===== config.mk =====
export PLATFORM = sky130hd
export DESIGN_NAME = stx_etx_frame_checker_top
export DESIGN_NICKNAME = d
export VERILOG_FILES = /design/src/rtl/core/sefc_pkg.sv /design/src/rtl/core/stx_etx_frame_checker_top.sv
export VERILOG_INCLUDE_DIRS = /design/src /design/src/rtl/core
export SDC_FILE = /design/constraint.sdc
export NUM_CORES = 1
export LEC_CHECK = 0
export BUFFER_PORTS_ARGS = -buffer_cell sky130_fd_sc_hd__buf_2
export CORE_MARGIN = 2
export CORE_UTILIZATION = 55
export CTS_BUF_LIST = sky130_fd_sc_hd__clkbuf_2
export DETAILED_ROUTE_END_ITERATION = 7
export PLACE_DENSITY = 0.79
export RECOVER_POWER = 100
export REMOVE_ABC_BUFFERS = 1
export SETUP_SLACK_MARGIN = 0.5
export SYNTH_ARGS = -nofsm -noshare
export SYNTH_HDL_FRONTEND = slang
export SYNTH_SLANG_ARGS = --single-unit

===== constraint.sdc =====
create_clock -name clk -period 8 [get_ports clk]
set_input_delay 1.6 -clock clk [delete_from_list [all_inputs] [get_ports clk]]
set_output_delay 1.6 -clock clk [all_outputs]
set_load 0.005 [all_outputs]

===== src/rtl/core/stx_etx_frame_checker_top_defines.svh =====
// ----------------------------------------------------------------------------
// stx_etx_frame_checker_top_defines
// Assertion macros shared by the frame checker RTL.
// ----------------------------------------------------------------------------
`ifndef STX_ETX_FRAME_CHECKER_TOP_DEFINES_SVH
`define STX_ETX_FRAME_CHECKER_TOP_DEFINES_SVH

// same-cycle implication
`define SEFC_ASSERT_IMP(lbl, clk_s, rstn_s, ante, cons) \
	lbl: assert property (@(posedge clk_s) disable iff (!(rstn_s)) (ante) |-> (cons)) \
		else $error("sefc assertion failed");

// next-cycle implication
`define SEFC_ASSERT_NXT(lbl, clk_s, rstn_s, ante, cons) \
	lbl: assert property (@(posedge clk_s) disable iff (!(rstn_s)) (ante) |=> (cons)) \
		else $error("sefc assertion failed");

`endif


===== src/rtl/core/sefc_pkg.sv =====
// ----------------------------------------------------------------------------
// sefc_pkg
// Types and constants of the STX/ETX frame checker.
// ----------------------------------------------------------------------------
`default_nettype none

package sefc_pkg;

	localparam int HEADER_LENGTH = 15;
	localparam int HDR_REGS      = 13;
	localparam int POS_W         = 9;
	localparam int TDATA_W       = 120;

	localparam logic [7:0] START_MARK = 8'h50;
	localparam logic [7:0] END_MARK   = 8'h0A;

	typedef enum logic [2:0] {
		ST_OK        = 3'd0,
		ST_BAD_START = 3'd1,
		ST_BAD_END   = 3'd2,
		ST_BAD_BCC   = 3'd3,
		ST_WRONG_DST = 3'd4
	} status_t;

	// packed with status in the lowest bits
	typedef struct packed {
		logic [7:0]  payload_length;
		logic [31:0] extra_word;
		logic [7:0]  error_byte;
		logic [7:0]  command_code;
		logic [15:0] destination_id;
		logic [15:0] source_id;
		logic [15:0] frame_number;
		logic [7:0]  flags;
		status_t     status;
	} result_t;

endpackage

`default_nettype wire


===== src/rtl/core/stx_etx_frame_checker_top.sv =====
// ----------------------------------------------------------------------------
// stx_etx_frame_checker_top
// A verdict item is built from the byte register and leaves through the output register.
// Throughput: one byte per cycle while s_axis_tready is high; the byte register feeds one update stage.
// A two-entry output register holds results while the master side stalls.
// Reset: asynchronous, clears frame state, device_id and all valid flags.
// ----------------------------------------------------------------------------
`default_nettype none
`include "stx_etx_frame_checker_top_defines.svh"

module stx_etx_frame_checker_top
	import sefc_pkg::*;
(
	input  wire logic               clk,
	input  wire logic               arst_n,
	input  wire logic               cfg_valid,
	output logic                    cfg_ready,
	input  wire logic [15:0]        cfg_data,       // device_id
	input  wire logic               s_axis_tvalid,
	output logic                    s_axis_tready,
	input  wire logic [7:0]         s_axis_tdata,   // rx_byte
	input  wire logic               s_axis_tuser,   // frame_start
	output logic                    m_axis_tvalid,
	input  wire logic               m_axis_tready,
	// status[2:0], flags, frame_number, source_id, destination_id,
	// command_code, error_byte, extra_word, payload_length, zero pad
	output logic [TDATA_W-1:0]      m_axis_tdata
);

	logic [15:0]      device_id_q;
	logic             valid_s1;
	logic [7:0]       byte_s1;
	logic             start_s1;
	logic             in_frame_q;
	logic [POS_W-1:0] pos_q;
	logic [7:0]       xor_q;
	logic [7:0]       len_q;
	logic [7:0]       header_q [HDR_REGS];
	logic             cks_q;
	result_t          out_q;
	result_t          skid_q;
	logic             out_valid_q;
	logic             skid_valid_q;

	logic [POS_W-1:0] bcc_pos;
	logic             is_verdict;
	logic             has_result;
	logic             push;
	logic             pop;
	logic             accept;
	result_t          res;

	assign cfg_ready = 1'b1;

	always_ff @(posedge clk or negedge arst_n) begin
		if (!arst_n) begin
			device_id_q <= '0;
		end else if (cfg_valid) begin
			device_id_q <= cfg_data;
		end
	end

	assign bcc_pos    = POS_W'(len_q) + POS_W'(HEADER_LENGTH);
	assign is_verdict = in_frame_q && (pos_q >= POS_W'(HEADER_LENGTH)) && (pos_q > bcc_pos);
	assign has_result = start_s1 ? (byte_s1 != START_MARK) : is_verdict;
	assign push       = valid_s1 && has_result;
	assign pop        = m_axis_tvalid && m_axis_tready;
	assign accept     = s_axis_tvalid && s_axis_tready;

	assign s_axis_tready = !skid_valid_q &&
		!(out_valid_q && !m_axis_tready && valid_s1 && has_result);

	// input register
	always_ff @(posedge clk or negedge arst_n) begin
		if (!arst_n) begin
			valid_s1 <= 1'b0;
		end else begin
			valid_s1 <= accept;
		end
	end

	always_ff @(posedge clk) begin
		if (accept) begin
			byte_s1  <= s_axis_tdata;
			start_s1 <= s_axis_tuser;
		end
	end

	// frame state update
	always_ff @(posedge clk or negedge arst_n) begin
		if (!arst_n) begin
			in_frame_q <= 1'b0;
			pos_q      <= '0;
			xor_q      <= '0;
			len_q      <= '0;
			cks_q      <= 1'b0;
			for (int i = 0; i < HDR_REGS; i++) begin
				header_q[i] <= '0;
			end
		end else if (valid_s1) begin
			if (start_s1) begin
				xor_q <= '0;
				len_q <= '0;
				cks_q <= 1'b0;
				for (int i = 0; i < HDR_REGS; i++) begin
					header_q[i] <= '0;
				end
				if (byte_s1 != START_MARK) begin
					in_frame_q <= 1'b0;
					pos_q      <= '0;
				end else begin
					in_frame_q <= 1'b1;
					pos_q      <= POS_W'(1);
				end
			end else if (in_frame_q) begin
				if (pos_q < POS_W'(HEADER_LENGTH)) begin
					if (pos_q < POS_W'(HEADER_LENGTH - 1)) begin
						for (int i = 0; i < HDR_REGS; i++) begin
							if (pos_q == POS_W'(i + 1)) begin
								header_q[i] <= byte_s1;
							end
						end
					end else begin
						len_q <= byte_s1;
					end
					xor_q <= xor_q ^ byte_s1;
					pos_q <= pos_q + POS_W'(1);
				end else if (pos_q < bcc_pos) begin
					xor_q <= xor_q ^ byte_s1;
					pos_q <= pos_q + POS_W'(1);
				end else if (pos_q == bcc_pos) begin
					cks_q <= (byte_s1 == xor_q);
					pos_q <= pos_q + POS_W'(1);
				end else begin
					in_frame_q <= 1'b0;
					pos_q      <= '0;
				end
			end
		end
	end

	// result item
	always_comb begin
		res = '0;
		if (start_s1) begin
			res.status = ST_BAD_START;
		end else begin
			if (byte_s1 != END_MARK) begin
				res.status = ST_BAD_END;
			end else if (!cks_q) begin
				res.status = ST_BAD_BCC;
			end else if ({header_q[6], header_q[5]} != device_id_q) begin
				res.status = ST_WRONG_DST;
			end else begin
				res.status = ST_OK;
			end
			res.flags          = header_q[0];
			res.frame_number   = {header_q[2], header_q[1]};
			res.source_id      = {header_q[4], header_q[3]};
			res.destination_id = {header_q[6], header_q[5]};
			res.command_code   = header_q[7];
			res.error_byte     = header_q[8];
			res.extra_word     = {header_q[12], header_q[11], header_q[10], header_q[9]};
			res.payload_length = len_q;
		end
	end

	// output register with skid entry
	always_ff @(posedge clk or negedge arst_n) begin
		if (!arst_n) begin
			out_valid_q  <= 1'b0;
			skid_valid_q <= 1'b0;
		end else if (pop || !out_valid_q) begin
			if (skid_valid_q) begin
				out_valid_q  <= 1'b1;
				skid_valid_q <= push;
			end else begin
				out_valid_q  <= push;
			end
		end else if (push) begin
			skid_valid_q <= 1'b1;
		end
	end

	always_ff @(posedge clk) begin
		if (pop || !out_valid_q) begin
			if (skid_valid_q) begin
				out_q <= skid_q;
				if (push) begin
					skid_q <= res;
				end
			end else if (push) begin
				out_q <= res;
			end
		end else if (push) begin
			skid_q <= res;
		end
	end

	assign m_axis_tvalid = out_valid_q;
	assign m_axis_tdata  = TDATA_W'(out_q);

	`SEFC_ASSERT_IMP(a_skid_needs_out, clk, arst_n, skid_valid_q, out_valid_q)
	`SEFC_ASSERT_IMP(a_no_overflow, clk, arst_n, push && out_valid_q && !m_axis_tready, !skid_valid_q)
	`SEFC_ASSERT_IMP(a_idle_pos_zero, clk, arst_n, !in_frame_q, pos_q == '0)
	`SEFC_ASSERT_NXT(a_good_start, clk, arst_n, valid_s1 && start_s1 && (byte_s1 == START_MARK),
		in_frame_q && (pos_q == POS_W'(1)))

endmodule

`default_nettype wire


# Word-level counts from Yosys, hierarchy flattened
# Index checks and enable logic that the tools add are counted.
[word_totals]
wordCells = 181
output_inout_bits = 123
in_bits = 30
ff_bits = 389
[classes]
muxes = 57
n_lt_le_gt_ge = 5
n_reduce_logical = 52
bitwise = 1
addsub = 2
eq_ne = 22
[op_table]
columns = ["op", "count"]
rows = [
  ["115-bit 2-to-1 mux", 5],
  ["104-bit 2-to-1 mux", 4],
  ["8-bit 2-to-1 mux", 21],
  ["112-bit 2-to-1 mux", 1],
  ["5-bit AND reduction", 14],
  ["9-bit by 4-bit equality test with 1-bit output (second input constant)", 6],
  ["9-bit 2-to-1 mux", 5],
  ["2-bit nonzero test", 19],
  ["9-bit by 3-bit equality test with 1-bit output (second input constant)", 4],
  ["9-bit by 2-bit equality test with 1-bit output (second input constant)", 2],
  ["9-bit by 4-bit < comparator with 1-bit output (second input constant)", 2],
  ["1-bit 2-to-1 mux", 17],
  ["16-bit inequality test", 1],
  ["3-bit 2-to-1 mux", 4],
  ["8-bit by 4-bit adder with 9-bit output (second input constant)", 1],
  ["9-bit by 1-bit adder with 9-bit output (second input constant)", 1],
  ["9-bit by 1-bit equality test with 1-bit output (second input constant)", 1],
  ["9-bit equality test", 1],
  ["9-bit by 4-bit >= comparator with 1-bit output (second input constant)", 1],
  ["9-bit > comparator", 1],
  ["1-bit logical AND", 9],
  ["9-bit < comparator", 1],
  ["8-bit equality test", 1],
  ["2-bit inequality test (second input constant)", 4],
  ["9 further kinds", 13],
]

# Depth between registers and ports, before layout
# Gate-level depths: netlist of run 1.
[depth]
word_depth = 8
ltp_mapped = 12
mapped_depth_nobuf = 11

# Worst setup path before layout of run 1
# Ideal clock, no wire load.
[synth_path]
path_type = "register to register"
start = "register len_q[0] (netlist name)"
end = "register skid_q[0] (netlist bit), enable pin"
t_arrival_ns = 4.833
t_required_ns = 7.517
path_stages_with_launch = 12
setup_ns = 0.483
path_buffers = 0
slack_ns = 2.684
period_less_slack_ns = 5.316
path_cell_list = "dfrtp_1 > inv_1 > ha_1 > nand2_1 > nand3_1 > xor2_1 > ha_1 > nand4_1 > a211oi_1 > nor4_1 > nor3_1 > o21a_1"
[synth_lines]
columns = ["item", "line", "text"]
rows = [
  ["end signal, assigned", "stx_etx_frame_checker_top.sv:190", "skid_q <= res;"],
  ["end signal, assigned", "stx_etx_frame_checker_top.sv:196", "skid_q <= res;"],
  ["end, declared", "stx_etx_frame_checker_top.sv:41", "result_t skid_q;"],
]

# Final worst setup path of run 1
[layout_path]
start = "register len_q[0]"
end = "register out_q (netlist bit m_axis_tdata[20]), enable pin"
[layout_via]
elab_chain_len = 7
[layout_lines]
columns = ["item", "line", "text"]
rows = [
  ["start, declared", "stx_etx_frame_checker_top.sv:37", "logic [7:0] len_q;"],
  ["start signal, assigned", "stx_etx_frame_checker_top.sv:124", "len_q <= byte_s1;"],
  ["8-bit by 4-bit adder with 9-bit output", "stx_etx_frame_checker_top.sv:63", "assign bcc_pos = POS_W'(len_q) + POS_W'(HEADER_LENGTH);"],
  ["9-bit > comparator", "stx_etx_frame_checker_top.sv:64", "assign is_verdict = in_frame_q && (pos_q >= POS_W'(HEADER_LENGTH)) && (pos_q > bcc_pos);"],
  ["1-bit logical AND", "stx_etx_frame_checker_top.sv:64", ""],
  ["1-bit 2-to-1 mux", "stx_etx_frame_checker_top.sv:65", "assign has_result = start_s1 ? (byte_s1 != START_MARK) : is_verdict;"],
  ["1-bit logical AND", "stx_etx_frame_checker_top.sv:66", "assign push = valid_s1 && has_result;"],
  ["2-bit nonzero test (no source line)", "n/a", ""],
  ["2-bit AND reduction (no source line)", "n/a", ""],
  ["end signal, assigned", "stx_etx_frame_checker_top.sv:188", "out_q <= skid_q;"],
  ["end signal, assigned", "stx_etx_frame_checker_top.sv:193", "out_q <= res;"],
  ["end, declared", "stx_etx_frame_checker_top.sv:40", "result_t out_q;"],
]
# No other way between the ends.
# A chain may end at the register's enable or synchronous reset.

==> flow_results.xml, run 1 <==
<?xml version="1.0" encoding="UTF-8"?>
<metrics>
  <group name="critical_path">
    <metric name="reg2reg_from" unit="">len_q[0]$_DFFE_PN0P_</metric>
    <metric name="worstPathArrival" unit="ps">6850</metric>
    <metric name="critical_path_cell_list" unit="">inv_1 &gt; ha_1 &gt; nand2_1 &gt; nand3_1 &gt; xor2_1 &gt; ha_1 &gt; nand4_1 &gt; a211oi_1 &gt; nor4_1 &gt; nor3_1 &gt; o21ba_1 &gt; clkbuf_2</metric>
    <metric name="regToRegSetupSlack" unit="ps">1630</metric>
    <metric name="critPathCaptureType" unit="">register</metric>
    <metric name="cp_top_family" unit="">compound AO/OA/AOI/OAI gates</metric>
    <metric name="maximum_net_fanout_on_the_critical_path" unit="">64</metric>
    <metric name="critPathSlowestCell" unit="">sky130_fd_sc_hd__o21ba_1</metric>
    <metric name="worst_setup_path_start_kind" unit="">register</metric>
    <metric name="timing_worst_setup_path_type" unit="">register to register</metric>
    <metric name="timing.critical_path.slowest_cell_delay" unit="ps">1860</metric>
    <metric name="startpoint" unit="">len_q[0]$_DFFE_PN0P_</metric>
    <metric name="crit_buf_inv" unit="">2</metric>
    <metric name="crit_path_frequent_cell" unit="">sky130_fd_sc_hd__ha_1</metric>
    <metric name="cp_data_required_time" unit="ps">8480</metric>
  </group>
  <group name="placed_design">
    <metric name="preCtsSetupSlack" unit="ps">3240</metric>
    <metric name="post-place-cells" unit="">1536</metric>
    <metric name="finalWeightedCongestion" unit="">0.857</metric>
    <metric name="placement.io_buffers" unit="">146</metric>
    <metric name="placed_standard_cell_area" unit="µm²">17700</metric>
    <metric name="detailed_place_hpwl" unit="mm">19.2</metric>
  </group>
  <group name="clock_tree">
    <metric name="cts.sink_count" unit="">389</metric>
    <metric name="clock-root-buffer" unit="">sky130_fd_sc_hd__clkbuf_2</metric>
    <metric name="cts.repair_timing.setup_buffer_count" unit="">0</metric>
    <metric name="cts-htree-levels" unit="">3</metric>
    <metric name="numCtsBuffers" unit="">93</metric>
    <metric name="clock_path_buffers" unit="">3</metric>
    <metric name="tritoncts" unit="">built</metric>
    <metric name="post_cts_resized" unit="">0</metric>
    <metric name="path_clk_slew" unit="ps">130</metric>
    <metric name="clock_latency_on_the_worst_skew_pair" unit="ps">930</metric>
    <metric name="postCtsHoldBufs" unit="">0</metric>
  </group>
  <group name="logic_synthesis">
    <metric name="average_footprint_of_a_synthesized_cell" unit="µm²">15.9</metric>
    <metric name="synth_edf_count" unit="">239</metric>
    <metric name="syn-cell-area" unit="µm²">16600</metric>
    <metric name="synth_async_reset_ratio" unit="%">38.6</metric>
    <metric name="dominantRegCellSynth" unit="">sky130_fd_sc_hd__edfxtp_1</metric>
    <metric name="postSynthCellCount" unit="">1041</metric>
    <metric name="synth.yosys.seq_area_share" unit="%">65.9</metric>
    <metric name="post_synthesis_register_bit_count" unit="">389</metric>
    <metric name="ys.warnings.count" unit="">0</metric>
    <metric name="post_synth_cell_types" unit="">57</metric>
  </group>
  <group name="run">
    <metric name="drv_cap" unit="">15</metric>
  </group>
  <group name="timing">
    <metric name="setup_slack" unit="ps">1630</metric>
    <metric name="clock_skew" unit="ps">94.4</metric>
    <metric name="finalHoldViolCount" unit="">0</metric>
    <metric name="setup_viol" unit="">0</metric>
    <metric name="final.period_utilization" unit="%">79.7</metric>
    <metric name="fin_setup_tns" unit="ps">0</metric>
    <metric name="rsz0062_at_grt" unit="">false</metric>
    <metric name="post_route_worst_hold_slack" unit="ps">482</metric>
    <metric name="timing.final.max_slew_violations" unit="">610</metric>
    <metric name="fmax" unit="MHz">157</metric>
    <metric name="worst-slew-pin-transition" unit="ps">3760</metric>
    <metric name="slew_headroom" unit="%">-151</metric>
    <metric name="final_critical_path_required_period" unit="ps">6370</metric>
  </group>
  <group name="routing">
    <metric name="drc" unit="">0</metric>
    <metric name="route.final.wire_length" unit="mm">31.9</metric>
    <metric name="detailedRoute.firstPassIterationCount" unit="">5</metric>
    <metric name="detailroute.via_count" unit="">9198</metric>
    <metric name="drt.antenna.violating_nets" unit="">0</metric>
    <metric name="route.detailed.vias_per_inst" unit="">5.38</metric>
    <metric name="wl_per_cell" unit="µm">18.6</metric>
    <metric name="dr.first_iter.drc_count" unit="">648</metric>
  </group>
  <group name="floorplanning">
    <metric name="height_of_the_die" unit="µm">178</metric>
    <metric name="top_level_ports" unit="">153</metric>
    <metric name="floorplan.rows" unit="">63</metric>
    <metric name="initial_core_util" unit="%">56.0</metric>
    <metric name="die_outline_area" unit="µm²">31600</metric>
    <metric name="chipWidth" unit="µm">178</metric>
    <metric name="core_region_area" unit="µm²">29600</metric>
  </group>
  <group name="final_layout">
    <metric name="final_layout_size_suffix_gt1_share" unit="%">36.7</metric>
    <metric name="stdcell_count" unit="">1711</metric>
    <metric name="layout.cells.most_common_list" unit="">239 x sky130_fd_sc_hd__edfxtp_1, 166 x sky130_fd_sc_hd__mux2_2, 150 x sky130_fd_sc_hd__dfrtp_1, 145 x sky130_fd_sc_hd__clkbuf_2, 111 x sky130_fd_sc_hd__nor2b_1</metric>
    <metric name="area_growth_syn_to_layout" unit="%">10.8</metric>
    <metric name="final_design_area_no_fill" unit="µm²">18400</metric>
    <metric name="final_common_cell" unit="">sky130_fd_sc_hd__edfxtp_1</metric>
    <metric name="final_net_count" unit="">1285</metric>
    <metric name="finish.utilization" unit="%">62.0</metric>
  </group>
  <group name="global_routing">
    <metric name="grt_pass1_wl" unit="mm">49.7</metric>
    <metric name="grtUsageTotal" unit="%">20.4</metric>
    <metric name="first_global_vias" unit="">9452</metric>
    <metric name="grt_total_ovfl" unit="">0</metric>
    <metric name="grt_max_degree" unit="">83</metric>
    <metric name="antenna_found_initial" unit="">1</metric>
  </group>
  <group name="outcome">
    <metric name="violations_in_the_final_reports" unit="">max-capacitance violations, max-slew violations</metric>
    <metric name="status" unit="">finished, violations left</metric>
  </group>
  <group name="power">
    <metric name="p_leak" unit="nW">7.62</metric>
    <metric name="totalPowerFinal" unit="mW">4.46</metric>
    <metric name="vdd_ir_drop_max" unit="mV">0.148</metric>
    <metric name="powerDensity" unit="nW/µm²">243</metric>
  </group>
  <group name="min_path">
    <metric name="min_from" unit="">skid_q[110]$_DFFE_PP_</metric>
    <metric name="path_type_of_the_worst_min_delay_path" unit="">register to register</metric>
  </group>
</metrics>
path summary, 6_finish.rpt:
kind	endpoint	cells past startpoint
max reg2reg	m_axis_tdata[20]$_DFFE_PP_	12
max in group asynchronous	header_q[56]$_DFFE_PN0P_	2
min reg2reg	m_axis_tdata[110]$_DFFE_PP_	1
min in group asynchronous	header_q[45]$_DFFE_PN0P_	1
max	m_axis_tdata[20]$_DFFE_PP_	12
min	m_axis_tdata[110]$_DFFE_PP_	1
sequential cells by signal (all words and copies together) (netlist names):
name and flops:
start_s1 1, len_q 8, device_id_q 16, header_q 104, m_axis_tvalid 1, pos_q 9
valid_s1 1, m_axis_tdata 115, skid_q 115, skid_valid_q 1, cks_q 1, byte_s1 8
in_frame_q 1, xor_q 8
synthesized netlist by cell type (6+ instances only):
cell type                   instances  area (µm²)
sky130_fd_sc_hd__nand3_1           11        55.1
sky130_fd_sc_hd__buf_4              7        52.6
sky130_fd_sc_hd__xor2_1             6        52.6
sky130_fd_sc_hd__ha_1              14         175
sky130_fd_sc_hd__o21ai_4           10         163
sky130_fd_sc_hd__inv_1             10        37.5
sky130_fd_sc_hd__a211o_1            8        70.1
sky130_fd_sc_hd__a21oi_1           14        70.1
sky130_fd_sc_hd__nand4_1            7        43.8
sky130_fd_sc_hd__clkbuf_1          39         146
sky130_fd_sc_hd__mux2_2           185        2080
sky130_fd_sc_hd__o211ai_1           6        45.0
sky130_fd_sc_hd__buf_1              6        22.5
sky130_fd_sc_hd__o2111ai_1          6        52.6
sky130_fd_sc_hd__edfxtp_1         239        7180
sky130_fd_sc_hd__dfrtp_1          150        3750
sky130_fd_sc_hd__nor2b_1          119         744
sky130_fd_sc_hd__and4b_1            8        80.1
sky130_fd_sc_hd__mux2_4            56         841
sky130_fd_sc_hd__nor2_1            16        60.1
sky130_fd_sc_hd__xnor2_1           24         210
sky130_fd_sc_hd__nand2_1           34         128
layer usage:
layer | wire length [µm] | up-vias | global-route usage (%)
met5 | 0 | - | 0
met4 | 624 | 0 | 8.06
met3 | 1830 | 51 | 4.52
met2 | 14900 | 270 | 31.6
met1 | 14500 | 4595 | 28.4
li1 | - | 4282 | -
logic make-up after synthesis:
logic type / Yosys count / synth area share [%]
simple gates: 227 / 8.22
fa+ha+maj: 15 / 1.12
buf+inv: 64 / 1.77
xor+xnor: 30 / 1.58
other cells: 2 / 0.0453
flops: 389 / 65.9
mux: 242 / 17.7
compound gates: 72 / 3.70
worst reg2reg max path: stages (launching register included):
cell and delay, ps:
sky130_fd_sc_hd__dfrtp_1 380, sky130_fd_sc_hd__inv_1 100, sky130_fd_sc_hd__ha_1 240, sky130_fd_sc_hd__nand2_1 140, sky130_fd_sc_hd__nand3_1 110, sky130_fd_sc_hd__xor2_1 160, sky130_fd_sc_hd__ha_1 300, sky130_fd_sc_hd__nand4_1 170
sky130_fd_sc_hd__a211oi_1 400, sky130_fd_sc_hd__nor4_1 90, sky130_fd_sc_hd__nor3_1 590, sky130_fd_sc_hd__o21ba_1 1860, sky130_fd_sc_hd__clkbuf_2 1370
power breakdown:
group          internal [mW]  switching (mW)
Combinational          0.326           0.275
Clock                  0.611           0.790
Sequential              2.35           0.112
area by class of cell:
class | instances | area, µm²
timing repair buffer | 155 | 703
fill | 2320 | 11300
clock inverter | 31 | 239
clock buffer | 143 | 716
sequential | 389 | 10900
tap | 390 | 488
antenna | 1 | 2.50
inverter | 10 | 37.5
multi-input combinational | 592 | 5270
No activity file was read; power rests on OpenSTA's default activity.
==> run 2, diff against run 1 <==
--- a/config.mk
+++ b/config.mk
@@ -11,7 +11,7 @@
 export CORE_UTILIZATION = 55
 export CTS_BUF_LIST = sky130_fd_sc_hd__clkbuf_2
 export DETAILED_ROUTE_END_ITERATION = 7
-export PLACE_DENSITY = 0.79
+export PLACE_DENSITY = 0.82
 export RECOVER_POWER = 100
 export REMOVE_ABC_BUFFERS = 1
 export SETUP_SLACK_MARGIN = 0.5
==> constraint.sdc (replaced) <==
create_clock -name clk -period 5.65 [get_ports clk]
set_input_delay 1.13 -clock clk [delete_from_list [all_inputs] [get_ports clk]]
set_output_delay 1.13 -clock clk [all_outputs]
set_load 0.005 [all_outputs]
==> run 2 against run 1 <==
Compared with the run above:
- the run still ends with max-capacitance violations, max-slew violations left
- sequential power increased by 42%
- register-to-register slack got worse by 930 ps
- total power increased by 38%
- clock skew decreased by 39 ps
- global-route usage down 0.18 points
- core utilization about the same
- cell count increased by 0.23%
- setup slack worse by 930 ps
- critical endpoint is now header_q[61]$_DFFE_PN0P_
- highest routed layer unchanged
==> flow_results.xml, run 2 (synthesized netlist as in run 1, its figures left out) <==
<?xml version="1.0" encoding="UTF-8"?>
<metrics>
  <group name="critical_path">
    <metric name="reg2reg_from" unit="">start_s1$_DFFE_PP_</metric>
    <metric name="cp_data_required_time" unit="ps">6410</metric>
    <metric name="maximum_net_fanout_on_the_critical_path" unit="">40</metric>
    <metric name="critPathCaptureType" unit="">register</metric>
    <metric name="regToRegSetupSlack" unit="ps">700</metric>
    <metric name="critPathSlowestCell" unit="">sky130_fd_sc_hd__clkbuf_1</metric>
    <metric name="worstPathArrival" unit="ps">5710</metric>
    <metric name="cp_num_cells" unit="">4</metric>
    <metric name="crit_buf_inv" unit="">2</metric>
    <metric name="cp_top_family" unit="">buffers and inverters</metric>
    <metric name="worst-r2r-cell-count" unit="">4</metric>
    <metric name="critical_path_cell_list" unit="">clkbuf_1 &gt; clkbuf_1 &gt; o21ai_0 &gt; mux2_4</metric>
    <metric name="timing.critical_path.slowest_cell_delay" unit="ps">1330</metric>
    <metric name="crit_path_frequent_cell" unit="">sky130_fd_sc_hd__clkbuf_1</metric>
    <metric name="worst_setup_path_start_kind" unit="">register</metric>
    <metric name="timing_worst_setup_path_type" unit="">register to register</metric>
    <metric name="rr_endpoint" unit="">header_q[61]$_DFFE_PN0P_</metric>
  </group>
  <group name="outcome">
    <metric name="status" unit="">finished, violations left</metric>
    <metric name="violations_in_the_final_reports" unit="">max-capacitance violations, max-slew violations</metric>
  </group>
  <group name="routing">
    <metric name="dr.first_iter.drc_count" unit="">639</metric>
    <metric name="drc" unit="">0</metric>
    <metric name="drt.antenna.violating_nets" unit="">0</metric>
    <metric name="wl_per_cell" unit="µm">18.2</metric>
    <metric name="detailedRoute.firstPassIterationCount" unit="">5</metric>
    <metric name="detailroute.via_count" unit="">9158</metric>
    <metric name="route.detailed.vias_per_inst" unit="">5.34</metric>
    <metric name="route.final.wire_length" unit="mm">31.3</metric>
  </group>
  <group name="placed_design">
    <metric name="placement.io_buffers" unit="">146</metric>
    <metric name="preCtsSetupSlack" unit="ps">1500</metric>
    <metric name="finalWeightedCongestion" unit="">0.870</metric>
    <metric name="placed_standard_cell_area" unit="µm²">17700</metric>
    <metric name="detailed_place_hpwl" unit="mm">19.2</metric>
  </group>
  <group name="timing">
    <metric name="final.period_utilization" unit="%">87.6</metric>
    <metric name="fmax" unit="MHz">202</metric>
    <metric name="final_critical_path_required_period" unit="ps">4950</metric>
    <metric name="clock_skew" unit="ps">55.3</metric>
    <metric name="setup_slack" unit="ps">701</metric>
    <metric name="setup_viol" unit="">0</metric>
    <metric name="finalHoldViolCount" unit="">0</metric>
    <metric name="worst-slew-pin-transition" unit="ps">3300</metric>
    <metric name="timing.final.max_slew_violations" unit="">328</metric>
    <metric name="slew_headroom" unit="%">-120</metric>
    <metric name="rsz0062_at_grt" unit="">false</metric>
  </group>
  <group name="final_layout">
    <metric name="layout.cells.most_common_list" unit="">239 x sky130_fd_sc_hd__edfxtp_1, 186 x sky130_fd_sc_hd__mux2_2, 149 x sky130_fd_sc_hd__dfrtp_1, 141 x sky130_fd_sc_hd__clkbuf_2, 114 x sky130_fd_sc_hd__nor2b_1</metric>
    <metric name="final_common_cell" unit="">sky130_fd_sc_hd__edfxtp_1</metric>
    <metric name="final_design_area_no_fill" unit="µm²">18400</metric>
    <metric name="area_growth_syn_to_layout" unit="%">10.9</metric>
    <metric name="final_layout_size_suffix_gt1_share" unit="%">38.5</metric>
    <metric name="final_net_count" unit="">1289</metric>
  </group>
  <group name="clock_tree">
    <metric name="clock_latency_on_the_worst_skew_pair" unit="ps">890</metric>
    <metric name="path_clk_slew" unit="ps">100</metric>
    <metric name="cts.sink_count" unit="">389</metric>
    <metric name="postCtsHoldBufs" unit="">0</metric>
    <metric name="cts-htree-levels" unit="">3</metric>
    <metric name="clock_path_buffers" unit="">3</metric>
    <metric name="tritoncts" unit="">built</metric>
    <metric name="numCtsBuffers" unit="">92</metric>
    <metric name="clock-root-buffer" unit="">sky130_fd_sc_hd__clkbuf_2</metric>
  </group>
  <group name="floorplanning">
    <metric name="chipWidth" unit="µm">178</metric>
    <metric name="height_of_the_die" unit="µm">178</metric>
    <metric name="floorplan.rows" unit="">63</metric>
    <metric name="die_outline_area" unit="µm²">31600</metric>
    <metric name="initial_core_util" unit="%">56.0</metric>
    <metric name="top_level_ports" unit="">153</metric>
    <metric name="core_region_area" unit="µm²">29600</metric>
  </group>
  <group name="global_routing">
    <metric name="grt_max_degree" unit="">116</metric>
    <metric name="grt_total_ovfl" unit="">0</metric>
    <metric name="grt_pass1_wl" unit="mm">49.9</metric>
    <metric name="first_global_vias" unit="">9465</metric>
    <metric name="antenna_found_initial" unit="">1</metric>
    <metric name="grtUsageTotal" unit="%">20.2</metric>
  </group>
  <group name="power">
    <metric name="vdd_ir_drop_max" unit="mV">0.154</metric>
    <metric name="powerDensity" unit="nW/µm²">336</metric>
    <metric name="p_leak" unit="nW">7.58</metric>
  </group>
  <group name="min_path">
    <metric name="worstHoldEndpoint" unit="">byte_s1[7]$_DFFE_PP_</metric>
    <metric name="min_from" unit="">s_axis_tdata[7]</metric>
    <metric name="whs_path_depth" unit="">1</metric>
    <metric name="path_type_of_the_worst_min_delay_path" unit="">primary input to register</metric>
  </group>
  <group name="run">
    <metric name="drv_cap" unit="">13</metric>
  </group>
</metrics>
-- run 2: metal layers --
layer,global-route usage [%],vias up,share of wire (%)
met2,32.2,260,48
met4,7.17,0,2.2
met5,0,-,0
met1,27.7,4542,45
li1,-,4305,-
met3,4.39,51,4.9
-- run 2: worst register-to-register path, delay by kind of cell, from the launching register on --
kind                   cells  cell delay, ps
buffers and inverters      2            2330
AOI/OAI and AO/OA          1            1130
DFF                        1             820
muxes                      1             580
-- run 2: timing repair --
action                     4_1_cts  5_1_grt
setup buffers                    0        2
setup endpoints to repair        0        1
resized for setup                0        1
-- run 2: power by group --
group | switching (mW) | total [mW] | leakage (nW) | internal [mW]
combinational | 0.388 | 0.850 | 2.77 | 0.462
clock | 1.09 | 1.84 | 0.665 | 0.751
sequential | 0.160 | 3.49 | 4.15 | 3.33
-- run 2: stage by stage --
| stage | TNS [ps] | hold WS (ps) | power [mW] | utilization, % | cells |
|---|---|---|---|---|---|
| 3_5_place_dp | 0 | 485 | 4.42 | 59.9 | 1539 |
| 6_report | 0 | 434 | 6.18 | 62.1 | 1715 |
| 4_1_cts | 0 | 140 | 6.26 | 62.9 | 1712 |
| 2_1_floorplan | -194310 | 471 | 4.15 | - | 991 |
| 5_1_grt | 0 | 322 | 6.50 | 62.1 | 1715 |
| 3_3_place_gp | 0 | 479 | 4.38 | 59.9 | 1539 |
-- run 2: worst max-delay path by stage --
stage	from	to	slack, ps
after floorplan	start_s1$_DFFE_PP_	skid_q[0]$_DFFE_PP_	-1210
after global placement	len_q[0]$_DFFE_PN0P_	skid_q[33]$_DFFE_PP_	1650
after detailed placement	len_q[0]$_DFFE_PN0P_	skid_q[30]$_DFFE_PP_	1500
after CTS	len_q[0]$_DFFE_PN0P_	s_axis_tready	530
after global routing	start_s1$_DFFE_PP_	header_q[51]$_DFFE_PN0P_	360
final	start_s1$_DFFE_PP_	header_q[61]$_DFFE_PN0P_	700
-- run 2: cell type report --
type | count | area, µm²
inverters | 10 | 37.5
well taps | 390 | 488
clock inverters | 35 | 200
fillers | 2293 | 11200
multi-input cells | 592 | 5260
repair buffers | 160 | 777
clock buffers | 138 | 691
flip-flops and latches | 389 | 10900
diodes | 1 | 2.50
==> run 3, diff against run 2 <==
--- a/config.mk
+++ b/config.mk
@@ -6,7 +6,7 @@
 export SDC_FILE = /design/constraint.sdc
 export NUM_CORES = 1
 export LEC_CHECK = 0
-export BUFFER_PORTS_ARGS = -buffer_cell sky130_fd_sc_hd__buf_2
+export BUFFER_PORTS_ARGS = -buffer_cell sky130_fd_sc_hd__buf_4
 export CORE_MARGIN = 2
 export CORE_UTILIZATION = 55
 export CTS_BUF_LIST = sky130_fd_sc_hd__clkbuf_2
==> run 3 against run 2 <==
Compared with the run above:
- the flow still finishes with violations (max-capacitance violations, max-slew violations)
- worst hold slack improved by 22 ps
- clock power shrank 2%
- clock skew grew 9.3 ps
- setup slack worse by 14 ps
- register-to-register slack barely moved
- cell area grew 1.9%
- critical path type unchanged
- largest power group unchanged
- highest routed layer unchanged
==> flow_results.xml, run 3 (synthesized netlist as in run 1, its figures left out) <==
<?xml version="1.0" encoding="UTF-8"?>
<metrics>
  <group name="power">
    <metric name="powerDensity" unit="nW/µm²">329</metric>
    <metric name="vdd_ir_drop_max" unit="mV">0.190</metric>
    <metric name="p_leak" unit="nW">7.82</metric>
  </group>
  <group name="critical_path">
    <metric name="timing_worst_setup_path_type" unit="">register to register</metric>
    <metric name="critPathCaptureType" unit="">register</metric>
    <metric name="worst_setup_path_start_kind" unit="">register</metric>
    <metric name="worst-r2r-cell-count" unit="">13</metric>
    <metric name="cp_data_required_time" unit="ps">6140</metric>
    <metric name="reg2reg_from" unit="">len_q[0]$_DFFE_PN0P_</metric>
    <metric name="rr_endpoint" unit="">skid_q[92]$_DFFE_PP_</metric>
    <metric name="maximum_net_fanout_on_the_critical_path" unit="">45</metric>
    <metric name="regToRegSetupSlack" unit="ps">690</metric>
    <metric name="worstPathArrival" unit="ps">5450</metric>
  </group>
  <group name="clock_tree">
    <metric name="cts-htree-levels" unit="">3</metric>
    <metric name="tritoncts" unit="">built</metric>
    <metric name="clock-root-buffer" unit="">sky130_fd_sc_hd__clkbuf_2</metric>
    <metric name="numCtsBuffers" unit="">93</metric>
    <metric name="cts.sink_count" unit="">389</metric>
    <metric name="path_clk_slew" unit="ps">100</metric>
    <metric name="clock_path_buffers" unit="">3</metric>
    <metric name="clock_latency_on_the_worst_skew_pair" unit="ps">900</metric>
  </group>
  <group name="timing">
    <metric name="slew_headroom" unit="%">-73.4</metric>
    <metric name="clock_skew" unit="ps">64.6</metric>
    <metric name="timing.final.max_slew_violations" unit="">522</metric>
    <metric name="worst-slew-pin-transition" unit="ps">2600</metric>
    <metric name="setup_viol" unit="">0</metric>
    <metric name="final.period_utilization" unit="%">87.8</metric>
    <metric name="finalHoldViolCount" unit="">0</metric>
    <metric name="final_critical_path_required_period" unit="ps">4960</metric>
    <metric name="fin_setup_tns" unit="ps">0</metric>
    <metric name="post_route_worst_hold_slack" unit="ps">457</metric>
    <metric name="fmax" unit="MHz">201</metric>
    <metric name="rsz0062_at_grt" unit="">false</metric>
  </group>
  <group name="min_path">
    <metric name="path_type_of_the_worst_min_delay_path" unit="">primary input to register</metric>
    <metric name="worstHoldEndpoint" unit="">byte_s1[5]$_DFFE_PP_</metric>
    <metric name="min_from" unit="">s_axis_tdata[5]</metric>
    <metric name="whs_path_depth" unit="">1</metric>
  </group>
  <group name="global_routing">
    <metric name="grtUsageTotal" unit="%">20.2</metric>
    <metric name="first_global_vias" unit="">9378</metric>
    <metric name="grt_total_ovfl" unit="">0</metric>
    <metric name="grt_max_degree" unit="">116</metric>
    <metric name="antenna_found_initial" unit="">1</metric>
    <metric name="grt_pass1_wl" unit="mm">49.8</metric>
  </group>
  <group name="floorplanning">
    <metric name="chipWidth" unit="µm">178</metric>
    <metric name="top_level_ports" unit="">153</metric>
    <metric name="core_region_area" unit="µm²">29600</metric>
    <metric name="initial_core_util" unit="%">56.0</metric>
    <metric name="height_of_the_die" unit="µm">178</metric>
    <metric name="floorplan.rows" unit="">63</metric>
    <metric name="die_outline_area" unit="µm²">31600</metric>
  </group>
  <group name="final_layout">
    <metric name="layout.cells.most_common_list" unit="">239 x sky130_fd_sc_hd__edfxtp_1, 161 x sky130_fd_sc_hd__mux2_2, 150 x sky130_fd_sc_hd__dfrtp_1, 147 x sky130_fd_sc_hd__clkbuf_2, 119 x sky130_fd_sc_hd__clkbuf_4</metric>
    <metric name="final_design_area_no_fill" unit="µm²">18700</metric>
    <metric name="finish.utilization" unit="%">63.3</metric>
    <metric name="final_layout_size_suffix_gt1_share" unit="%">40.3</metric>
    <metric name="final_common_cell" unit="">sky130_fd_sc_hd__edfxtp_1</metric>
    <metric name="final_net_count" unit="">1288</metric>
    <metric name="area_growth_syn_to_layout" unit="%">13.0</metric>
  </group>
  <group name="placed_design">
    <metric name="placement.io_buffers" unit="">146</metric>
    <metric name="detailed_place_hpwl" unit="mm">18.8</metric>
    <metric name="finalWeightedCongestion" unit="">0.853</metric>
    <metric name="placed_standard_cell_area" unit="µm²">18100</metric>
  </group>
  <group name="routing">
    <metric name="detailroute.via_count" unit="">9162</metric>
    <metric name="route.detailed.vias_per_inst" unit="">5.34</metric>
    <metric name="drc" unit="">0</metric>
    <metric name="dr.first_iter.drc_count" unit="">580</metric>
    <metric name="drt.antenna.violating_nets" unit="">0</metric>
    <metric name="detailedRoute.firstPassIterationCount" unit="">5</metric>
    <metric name="wl_per_cell" unit="µm">18.1</metric>
    <metric name="route.final.wire_length" unit="mm">31.0</metric>
  </group>
  <group name="outcome">
    <metric name="status" unit="">finished, violations left</metric>
    <metric name="violations_in_the_final_reports" unit="">max-capacitance violations, max-slew violations</metric>
  </group>
  <group name="run">
    <metric name="drv_cap" unit="">14</metric>
  </group>
</metrics>
run 3: cell types whose count changed in the layout (fill, tap and decap cells not counted), moves of 17 or more:
cell                       before  now
sky130_fd_sc_hd__buf_2         88    0
sky130_fd_sc_hd__buf_4          5   22
sky130_fd_sc_hd__clkbuf_1      57   10
sky130_fd_sc_hd__clkbuf_4       3  119
sky130_fd_sc_hd__mux2_1         2   24
sky130_fd_sc_hd__mux2_2       186  161
run 3: worst max path at each step:
stage / startpoint / endpoint / cells past startpoint
final: len_q[0]$_DFFE_PN0P_ / skid_q[92]$_DFFE_PP_ / 13
after global routing: len_q[0]$_DFFE_PN0P_ / skid_q[25]$_DFFE_PP_ / 13
after CTS: len_q[0]$_DFFE_PN0P_ / s_axis_tready / 12
after detailed placement: len_q[0]$_DFFE_PN0P_ / s_axis_tready / 12
after global placement: len_q[0]$_DFFE_PN0P_ / s_axis_tready / 12
after floorplan: start_s1$_DFFE_PP_ / skid_q[0]$_DFFE_PP_ / 3
run 3: final cells by class:
| cell class | count | area [µm²] |
|---|---|---|
| inverters | 10 | 37.5 |
| clock inverters | 34 | 169 |
| diodes | 2 | 5.00 |
| clock buffers | 141 | 706 |
| flip-flops and latches | 389 | 10900 |
| fillers | 2227 | 10900 |
| multi-input cells | 592 | 5280 |
| well taps | 390 | 488 |
| repair buffers | 158 | 1130 |
run 3: layer usage:
layer	part of all wire, %	vias up	track usage [%]
li1	-	4306	-
met1	45	4559	27.5
met2	48	248	32.4
met3	5.1	49	4.71
met4	1.9	0	6.69
met5	0	-	0
run 3: critical path: stages (launching register included):
cell                       delay (ps)
sky130_fd_sc_hd__dfrtp_1          380
sky130_fd_sc_hd__inv_1            100
sky130_fd_sc_hd__ha_1             230
sky130_fd_sc_hd__nand2_1          140
sky130_fd_sc_hd__nand3_1          110
sky130_fd_sc_hd__xor2_1           160
sky130_fd_sc_hd__ha_1             310
sky130_fd_sc_hd__nand4_1          210
sky130_fd_sc_hd__a211oi_1         440
sky130_fd_sc_hd__nor4_1           120
sky130_fd_sc_hd__nor3_2           420
sky130_fd_sc_hd__buf_4            180
sky130_fd_sc_hd__o21a_2           890
sky130_fd_sc_hd__clkbuf_2         900
run 3: metrics by stage:
step | total power, mW | worst slack (ps) | cells
floorplan | 4.15 | -1210 | 991
global placement | 4.41 | 1530 | 1537
detailed placement | 4.45 | 1370 | 1537
CTS | 6.26 | 670 | 1712
global route | 6.49 | 311 | 1716
finish | 6.17 | 687 | 1716
run 3: power breakdown:
part           leakage, nW  internal, mW  total (mW)  switching (mW)
Combinational         3.01         0.487       0.878           0.391
Sequential            4.15          3.33        3.49           0.160
Clock                0.659         0.716        1.80            1.08
Total                 7.82          4.53        6.17            1.64
run 3: what timing repair did:
| action | CTS | global route |
|---|---|---|
| gates resized for setup | 1 | 0 |
| setup buffers | 0 | 2 |
| hold buffers | 0 | 0 |
| pin swaps | 0 | 1 |
| setup endpoints to repair | 1 | 1 |
